## src/hdl/mte_pkg.sv

```systemverilog
// Shared types and constants for the timer expiry engine.
package mte_pkg;
  localparam int NUM_SLOTS = 16;
  localparam int SLOT_W = 4;

  localparam logic [2:0] KIND_CREATE = 3'd0;
  localparam logic [2:0] KIND_START  = 3'd1;
  localparam logic [2:0] KIND_RESET  = 3'd2;
  localparam logic [2:0] KIND_STOP   = 3'd3;
  localparam logic [2:0] KIND_DELETE = 3'd4;
  localparam logic [2:0] KIND_TICK   = 3'd5;

  typedef struct packed {
    logic              load;      // latch input beat
    logic              cmd_exec;  // apply non-tick command
    logic              scan_clr;  // start a scan pass
    logic              scan_step; // compare one slot
    logic              fire;      // retire best slot
    logic [SLOT_W-1:0] idx;
  } mte_cmd_t;

  typedef struct packed {
    logic       found;
    logic [2:0] kind;
    logic       bad;   // status of a non-tick command
  } mte_stat_t;
endpackage

```

## src/hdl/mte_datapath.sv

```systemverilog
// Slot table, scan comparator and re-arm arithmetic.
module mte_datapath import mte_pkg::*; (
  input  logic                clk,
  input  logic                rst,
  input  mte_cmd_t            cmd,
  input  logic [2:0]          kind,
  input  logic [SLOT_W-1:0]   timer_slot,
  input  logic [31:0]         period,
  input  logic                periodic,
  input  logic [31:0]         now_ms,
  output mte_stat_t           stat,
  output logic [SLOT_W-1:0]   best_slot
);
  logic [NUM_SLOTS-1:0] slot_valid, slot_armed, slot_periodic, cand;
  logic [31:0] slot_period   [NUM_SLOTS];
  logic [31:0] slot_deadline [NUM_SLOTS];
  logic [31:0] slot_arm_order[NUM_SLOTS];
  logic [31:0] arm_counter;
  logic [2:0]  r_kind;
  logic [SLOT_W-1:0] r_slot;
  logic [31:0] r_period, r_now;
  logic        r_periodic;
  logic        found;
  logic [SLOT_W-1:0] best;
  logic [31:0] best_el, best_ord;

  logic [31:0] el, ord, nd_a, nd_b, nd;
  logic        better, is_cand;

  always_comb begin
    el      = r_now - slot_deadline[cmd.idx];
    ord     = slot_arm_order[cmd.idx];
    is_cand = cand[cmd.idx];
    better  = !found || (el > best_el) ||
              ((el == best_el) && ((ord - best_ord) >> 31) != 32'd0);
    nd_a    = slot_deadline[best] + slot_period[best];
    nd_b    = r_now + slot_period[best];
    nd      = (((r_now - nd_a) >> 31) != 32'd0) ? nd_a : nd_b;
  end

  assign stat.found = found;
  assign stat.kind  = r_kind;
  assign stat.bad   = (r_kind > KIND_TICK) ||
                      (r_kind == KIND_CREATE && r_period == 32'd0) ||
                      (r_kind != KIND_CREATE && !slot_valid[r_slot]);
  assign best_slot  = best;

  always_ff @(posedge clk) begin
    if (cmd.load) begin
      r_kind <= kind; r_slot <= timer_slot; r_period <= period;
      r_periodic <= periodic; r_now <= now_ms;
    end
    if (cmd.scan_step && is_cand && better) begin
      best <= cmd.idx; best_el <= el; best_ord <= ord;
    end
    if (cmd.fire && slot_periodic[best]) begin
      slot_deadline[best]  <= nd;
      slot_arm_order[best] <= arm_counter;
    end
    if (cmd.cmd_exec && !stat.bad) begin
      if (r_kind == KIND_CREATE) slot_period[r_slot] <= r_period;
      if (r_kind == KIND_START || r_kind == KIND_RESET) begin
        slot_deadline[r_slot]  <= r_now + slot_period[r_slot];
        slot_arm_order[r_slot] <= arm_counter;
      end
    end
  end

  always_ff @(posedge clk) begin
    if (rst) begin
      slot_valid <= '0; slot_armed <= '0; slot_periodic <= '0;
      arm_counter <= '0; found <= 1'b0; cand <= '0;
    end else begin
      if (cmd.load) begin
        // candidates are frozen at tick start
        for (int i = 0; i < NUM_SLOTS; i++)
          cand[i] <= slot_valid[i] && slot_armed[i] &&
                     (((now_ms - slot_deadline[i]) >> 31) == 32'd0);
      end
      if (cmd.scan_clr) found <= 1'b0;
      if (cmd.scan_step && is_cand && better) found <= 1'b1;
      if (cmd.fire) begin
        cand[best] <= 1'b0;
        if (slot_periodic[best]) arm_counter <= arm_counter + 32'd1;
        else slot_armed[best] <= 1'b0;
      end
      if (cmd.cmd_exec && !stat.bad) begin
        case (r_kind)
          KIND_CREATE: begin
            slot_valid[r_slot] <= 1'b1; slot_armed[r_slot] <= 1'b0;
            slot_periodic[r_slot] <= r_periodic;
          end
          KIND_START, KIND_RESET: begin
            slot_armed[r_slot] <= 1'b1; arm_counter <= arm_counter + 32'd1;
          end
          KIND_STOP: slot_armed[r_slot] <= 1'b0;
          KIND_DELETE: begin
            slot_armed[r_slot] <= 1'b0; slot_valid[r_slot] <= 1'b0;
          end
          default: ;
        endcase
      end
    end
  end
endmodule

```

## src/hdl/mte_ctrl.sv

```systemverilog
// Sequencer: command execution, tick scan passes, result output.
module mte_ctrl import mte_pkg::*; (
  input  logic              clk,
  input  logic              rst,
  input  logic              in_valid,
  output logic              in_ready,
  output logic              out_valid,
  input  logic              out_ready,
  output logic              status,
  output logic              fired,
  output logic [SLOT_W-1:0] fired_slot,
  output logic              last,
  input  mte_stat_t         stat,
  input  logic [SLOT_W-1:0] best_slot,
  output mte_cmd_t          cmd
);
  localparam logic [2:0] S_IDLE = 3'd0, S_DEC = 3'd1, S_SCAN = 3'd2,
                         S_PICK = 3'd3;
  logic [2:0] state, state_next;
  logic [SLOT_W-1:0] idx;
  logic any;
  // one result held back so last can be set when the next pass finds none
  logic pend, pend_next;
  logic [SLOT_W-1:0] pend_slot;

  logic out_free;
  assign out_free = !out_valid || out_ready;
  assign in_ready = (state == S_IDLE);

  always_comb begin
    cmd = '0;
    cmd.idx = idx;
    state_next = state;
    pend_next = pend;
    case (state)
      S_IDLE: if (in_valid) begin cmd.load = 1'b1; state_next = S_DEC; end
      S_DEC: begin
        if (stat.kind == KIND_TICK) begin
          cmd.scan_clr = 1'b1; state_next = S_SCAN;
        end else if (out_free) begin
          cmd.cmd_exec = 1'b1; state_next = S_IDLE;
        end
      end
      S_SCAN: begin
        cmd.scan_step = 1'b1;
        if (idx == SLOT_W'(NUM_SLOTS - 1)) state_next = S_PICK;
      end
      S_PICK: begin
        if (stat.found) begin
          if (!pend || out_free) begin
            cmd.fire = 1'b1; cmd.scan_clr = 1'b1;
            pend_next = 1'b1; state_next = S_SCAN;
          end
        end else if (out_free) begin
          pend_next = 1'b0; state_next = S_IDLE;
        end
      end
      default: state_next = S_IDLE;
    endcase
  end

  always_ff @(posedge clk) begin
    if (rst) begin
      state <= S_IDLE; idx <= '0; pend <= 1'b0; out_valid <= 1'b0; any <= 1'b0;
    end else begin
      state <= state_next;
      pend  <= pend_next;
      if (state == S_SCAN) idx <= idx + SLOT_W'(1);
      else idx <= '0;
      if (state == S_DEC) any <= 1'b0;
      if (state == S_DEC && stat.kind != KIND_TICK && out_free) begin
        out_valid <= 1'b1; status <= stat.bad; fired <= 1'b0;
        fired_slot <= '0; last <= 1'b1;
      end else if (state == S_PICK && stat.found && (!pend || out_free)) begin
        pend_slot <= best_slot; any <= 1'b1;
        if (pend) begin
          out_valid <= 1'b1; status <= 1'b0; fired <= 1'b1;
          fired_slot <= pend_slot; last <= 1'b0;
        end else if (out_valid && out_ready) begin
          out_valid <= 1'b0;
        end
      end else if (state == S_PICK && !stat.found && out_free) begin
        out_valid <= 1'b1; status <= 1'b0; fired <= any;
        fired_slot <= any ? pend_slot : '0; last <= 1'b1;
      end else if (out_valid && out_ready) begin
        out_valid <= 1'b0;
      end
    end
  end
endmodule

```

## src/hdl/multi_timer_expiry_engine.sv

```systemverilog
// Top level of the multi-slot software timer engine.
//  channel | signals                                         | dir
//  in      | in_valid/in_ready, kind timer_slot period ...  | in
//  out     | out_valid/out_ready, status fired fired_slot last | out
// A command is latched, then decoded and executed. A tick runs a scan pass over the
// 16 slots (16 compares plus a pick), one pass per fired slot plus one.
// Synchronous reset clears the valid, armed and mode bits at once.
// A stalled output holds the sequencer; no input is taken until the item ends.
module multi_timer_expiry_engine import mte_pkg::*; (
  input  logic              clk,
  input  logic              rst,
  input  logic              in_valid,
  output logic              in_ready,
  input  logic [2:0]        kind,
  input  logic [3:0]        timer_slot,
  input  logic [31:0]       period,
  input  logic              periodic,
  input  logic [31:0]       now_ms,
  output logic              out_valid,
  input  logic              out_ready,
  output logic              status,
  output logic              fired,
  output logic [3:0]        fired_slot,
  output logic              last
);
  mte_cmd_t  cmd;
  mte_stat_t stat;
  logic [SLOT_W-1:0] best_slot;

  mte_ctrl u_ctrl (
    .clk, .rst, .in_valid, .in_ready, .out_valid, .out_ready,
    .status, .fired, .fired_slot, .last, .stat, .best_slot, .cmd
  );

  mte_datapath u_dp (
    .clk, .rst, .cmd, .kind, .timer_slot, .period, .periodic, .now_ms,
    .stat, .best_slot
  );
endmodule

```

## config.mk

```make
export PLATFORM = sky130hd
export DESIGN_NAME = multi_timer_expiry_engine
export DESIGN_NICKNAME = d
export VERILOG_FILES = /design/src/hdl/mte_pkg.sv /design/src/hdl/mte_datapath.sv /design/src/hdl/mte_ctrl.sv /design/src/hdl/multi_timer_expiry_engine.sv
export SDC_FILE = /design/constraint.sdc
export NUM_CORES = 2
export LEC_CHECK = 0
export BUFFER_PORTS_ARGS = -buffer_cell sky130_fd_sc_hd__buf_2
export CAP_MARGIN = 20
export CORE_UTILIZATION = 51
export CTS_CLUSTER_DIAMETER = 80
export DETAILED_ROUTE_END_ITERATION = 16
export GPL_TIMING_DRIVEN = 0
export HOLD_SLACK_MARGIN = 0.08
export PLACE_DENSITY = 0.76
export SYNTH_ARGS = -nofsm -noshare
export SYNTH_HDL_FRONTEND = slang
export SYNTH_SLANG_ARGS = --single-unit
```

## constraint.sdc

```tcl
create_clock -name clk -period 12.1 [get_ports clk]
set_clock_uncertainty 0.2 [all_clocks]
set_input_delay 1.815 -clock clk [delete_from_list [all_inputs] [get_ports clk]]
set_output_delay 1.815 -clock clk [all_outputs]
set_load 0.02 [all_outputs]
```

==> key figures <==
Timing
  • Setup repair after global routing missed its margin: false
  • Final setup slack of the worst path: 167 ps
  • Final Cycle Share: 98.6%
  • Endpoints failing setup: 0
  • Count of final hold-check violations: 0
  • Setup TNS after final layout: 0 ps
  • Max-slew headroom: 13.5%
  • Max Clock Freq: 0.0838 GHz
  • Actual slew at the worst max-slew pin: 1300 ps
  • Final Critical Period: 11930 ps
  • Final Slew Violations: 0

Setup path
  • Launch instance of the worst register-to-register path: u_ctrl.idx[1]
  • Endpoint class of the critical path: flop
  • Critical Path Start: u_ctrl.idx[1]
  • Type of element launching the critical path: flop
  • Data arrival, critical path: 12300 ps
  • Required time at the worst-slack endpoint: 12460 ps
  • Type of the worst setup path: reg -> reg
  • Largest driver fanout on the critical path: 37

Yosys
  • Share of synthesized area occupied by flip-flops and latches: 54.7%
  • Number of distinct library cells after synthesis: 79
  • Most area-hungry cell type in the Yosys netlist: sky130_fd_sc_hd__edfxtp_1
  • Number of instances in the synthesized netlist: 6383
  • Ranking of synthesized cells by area: sky130_fd_sc_hd__edfxtp_1 (52%), sky130_fd_sc_hd__mux4_2 (19%), sky130_fd_sc_hd__ha_1 (9.0%)
  • Synthesized area per cell: 15.2 µm²
  • EDFF count, synth: 1687
  • #FFs+latches synth: 1802
  • Synth warnings: 0
  • Syn_nets: 7161
  • Yosys top cell area share: 52.3%
  • Fraction of registers with async set or reset after synthesis: 0%
  • Most used flip-flop cell after synthesis: sky130_fd_sc_hd__edfxtp_1
  • Synthesized cell area: 96800 µm²

Detailed routing
  • Residual DRC count: 2
  • DRT antenna net count: 0
  • Initial detailed-routing violation count: 9541
  • WL final: 315 mm
  • Number of vias after detailed routing: 64400
  • Average vias per placed instance: 6.82
  • Length of the first detailed-routing pass in iterations: 14
  • Routed WL per cell: 33.4 µm

Layout
  • Fraction of layout instances using a drive strength above 1: 20.2%
  • Final-layout fill cell count: 14200
  • Combined flip-flop and latch cell area: 53000 µm²
  • Signed area change from the synthesized netlist to the final layout: 12.6%
  • Number of nets at the end of the flow: 7557
  • Area of the multi-input gates: 40700 µm²

Clock tree
  • Buffer levels on the longest clock path: 3
  • Clk root buf: sky130_fd_sc_hd__clkbuf_16
  • Maximum level of the CTS H-tree: 4
  • Total clock sinks: 1802
  • Clk_lat worst skew: 870 ps
  • Post-cts sizing count: 0
  • Number of clock buffers inserted by TritonCTS: 184
  • Setup Buffers After CTS: 0
  • Clock transition time at the flip-flop clock pins of the worst setup and hold paths: 60 ps
  • Clock tree from TritonCTS: built
  • CTS Hold Bufs: 0

Power
  • Leakage component of the power: 40.6 nW
  • Overall power: 13.7 mW
  • Internal cell power: 10.5 mW
  • VDD IR-drop max: 174 µV
  • Part of the total power dissipated in sequential elements: 50.0%
  • Net switching fraction of the power: 23.2%
  • Combinational cell fraction of total power: 6.6%
  • Switching power summed over all nets: 3.17 mW
  • Ratio of total power to cell area: 125 nW/µm²
  • Power share of the clock group: 43.4%

Floorplan
  • Site Rows: 159
  • Height of the chip: 438 µm
  • Overall die area: 192000 µm²
  • DIE WIDTH: 438 µm
  • Effective utilization at floorplan: 51.4%
  • Number of top-level design ports: 85
  • Core ar.: 188000 µm²

GRT
  • Antenna violations before repair: 10
  • Global router's overall resource usage: 32.6%
  • Largest net degree at the start of global routing: 46
  • Wire length of the first global-routing pass: 445 mm
  • Vias in the first global route: 63100
  • GRT Residual Overflow: 0

Flow run
  • Maximum capacitance violations: 0

Status
  • Failing checks: design-rule violations
  • Result of the run: complete, but fails checks

Placement
  • Worst setup slack before clock tree synthesis: 803 ps
  • Port Buffers: 83
  • Final RePlAce weighted congestion: 0.979
  • Half-perimeter wire length of the detailed placement result: 222 mm

Min path
  • Startpoint of the worst hold path: u_ctrl.idx[2]
  • HP Class: reg -> reg
-- layout by cell type, fill, tap and decap left out, drive strengths merged, types with 12 or more instances in the layout --
cell | Yosys | layout
a21o | 323 | 323
o211ai | 40 | 40
or3 | 32 | 32
nor3 | 53 | 53
ha | 698 | 698
buf | 79 | 286
nor2 | 242 | 242
mux4 | 815 | 815
inv | 642 | 652
xor2 | 64 | 64
a21oi | 266 | 266
dfxtp | 115 | 115
a221o | 12 | 12
o311ai | 15 | 15
a211oi | 30 | 30
a31oi | 25 | 25
nand4 | 109 | 109
o21ai | 163 | 163
clkinv | 0 | 77
a221oi | 20 | 20
mux2i | 17 | 17
nor2b | 49 | 49
nand3 | 83 | 83
bufinv | 0 | 24
a211o | 14 | 14
o21a | 29 | 29
clkbuf | 170 | 395
nor4 | 21 | 21
and3 | 26 | 26
and2 | 30 | 30
nand2b | 58 | 58
xnor2 | 89 | 89
and4 | 14 | 14
edfxtp | 1687 | 1687
nand2 | 197 | 197
or2 | 22 | 22
-- worst max-delay path, cell delays in order, from the launching register on --
cell and delay [ps]:
sky130_fd_sc_hd__dfxtp_1 350, sky130_fd_sc_hd__clkbuf_1 640, sky130_fd_sc_hd__clkbuf_1 670, sky130_fd_sc_hd__clkbuf_1 900, sky130_fd_sc_hd__clkbuf_1 980, sky130_fd_sc_hd__mux4_2 410
sky130_fd_sc_hd__mux4_2 560, sky130_fd_sc_hd__ha_1 250, sky130_fd_sc_hd__fa_1 430, sky130_fd_sc_hd__nand2b_1 220, sky130_fd_sc_hd__a21oi_1 210, sky130_fd_sc_hd__o21ai_0 190
sky130_fd_sc_hd__a2111o_1 490, sky130_fd_sc_hd__o211ai_1 610, sky130_fd_sc_hd__o22ai_1 330, sky130_fd_sc_hd__a21oi_1 380, sky130_fd_sc_hd__a41oi_1 210, sky130_fd_sc_hd__o311ai_0 660
sky130_fd_sc_hd__ha_1 280, sky130_fd_sc_hd__nand4_1 150, sky130_fd_sc_hd__nor4_1 390, sky130_fd_sc_hd__nand2_1 190, sky130_fd_sc_hd__or3_1 500, sky130_fd_sc_hd__a21oi_1 160
sky130_fd_sc_hd__a211oi_1 60, sky130_fd_sc_hd__o21ai_1 430, sky130_fd_sc_hd__inv_4 410, sky130_fd_sc_hd__buf_12 300
-- registers in the layout (all words and copies together), names as in the netlist, 16 cells and up, named ones only --
name,flops
u_dp.r_now,32
u_dp.arm_counter,32
u_dp.slot_armed,16
u_dp.cand,16
u_dp.r_period,32
u_dp.slot_deadline,512
u_dp.best_ord,32
u_dp.best_el,32
u_dp.slot_period,512
u_dp.slot_periodic,16
u_dp.slot_arm_order,512
-- stage by stage --
| step | area (µm²) | cells | hold WS (ps) | utilization, % |
|---|---|---|---|---|
| after floorplan | 96800 | 6383 | 206 | - |
| after global placement | 100000 | 8961 | 213 | 53.3 |
| after detailed placement | 102000 | 9048 | 227 | 54.3 |
| after CTS | 108000 | 9392 | 203 | 57.6 |
| after global routing | 109000 | 9438 | 204 | 57.9 |
| final | 109000 | 9438 | 202 | 57.9 |
-- worst paths after layout --
kind | endpoint | depth (start not counted) | slack, ps
worst max-delay path | u_dp.best_el[12] | 27 | 170
worst min-delay path | u_dp.best_slot[2] | 0 | 200
worst max register to register | u_dp.best_el[12] | 27 | 170
worst min register to register | u_dp.best_slot[2] | 0 | 200
-- kinds of logic (layout without fill, tap and decap cells) --
group | after synthesis | after routing | share of synthesized area, %
XOR/XNOR | 153 | 153 | 1.39
buffers and inverters | 891 | 1445 | 3.51
multiplexers | 842 | 842 | 19.2
flip-flops | 1802 | 1802 | 54.7
AO/OA/AOI/OAI | 1034 | 1034 | 7.09
AND/OR/NAND/NOR | 957 | 957 | 4.95
other | 1 | 7 | 0.00387
adder cells (fa/ha/maj) | 703 | 703 | 9.11
-- power by group through the flow --
stage	clock network, mW	logic [mW]	registers [mW]
after detailed placement	0	0.855	6.98
after CTS	5.94	0.863	6.84
after global routing	6.17	0.949	6.84
final	5.94	0.896	6.85
after floorplan	0	0.536	6.96
after global placement	0	0.817	6.98
-- cell usage after synthesis (all sizes together) (15+ instances only) --
cell type and n:
nand2b 58, a31oi 25, clkbuf 170, dfxtp 115, mux2i 17, xor2 64, nor2 242, nor2b 49
a221oi 20, and3 26, o21ai 163, mux4 815, o211ai 40, nor3 53, nand2 197, and2 30
buf 79, nand4 109, a21oi 266, a211oi 30, or3 32, nor4 21, or2 22, o21a 29
a21o 323, inv 642, o311ai 15, edfxtp 1687, xnor2 89, nand3 83, ha 698
-- layer usage --
metal	vias up	share of wire [%]	global-route usage [%]
met5	-	0.0041	0
met4	2	6.7	18.6
met3	922	12	7.67
met2	4970	46	50.4
met1	32300	36	42.4
li1	26200	-	-
-- layout make-up --
type,instances,area share (%)
clock inverter,122,1.34
timing repair buffer,210,2.36
antenna,6,0.0138
tap,2495,2.86
buffer,249,0.913
inverter,642,2.21
clock buffer,222,4.37
multi-input combinational,3690,37.4
sequential,1802,48.6
Power figures use the tool's default switching activity.
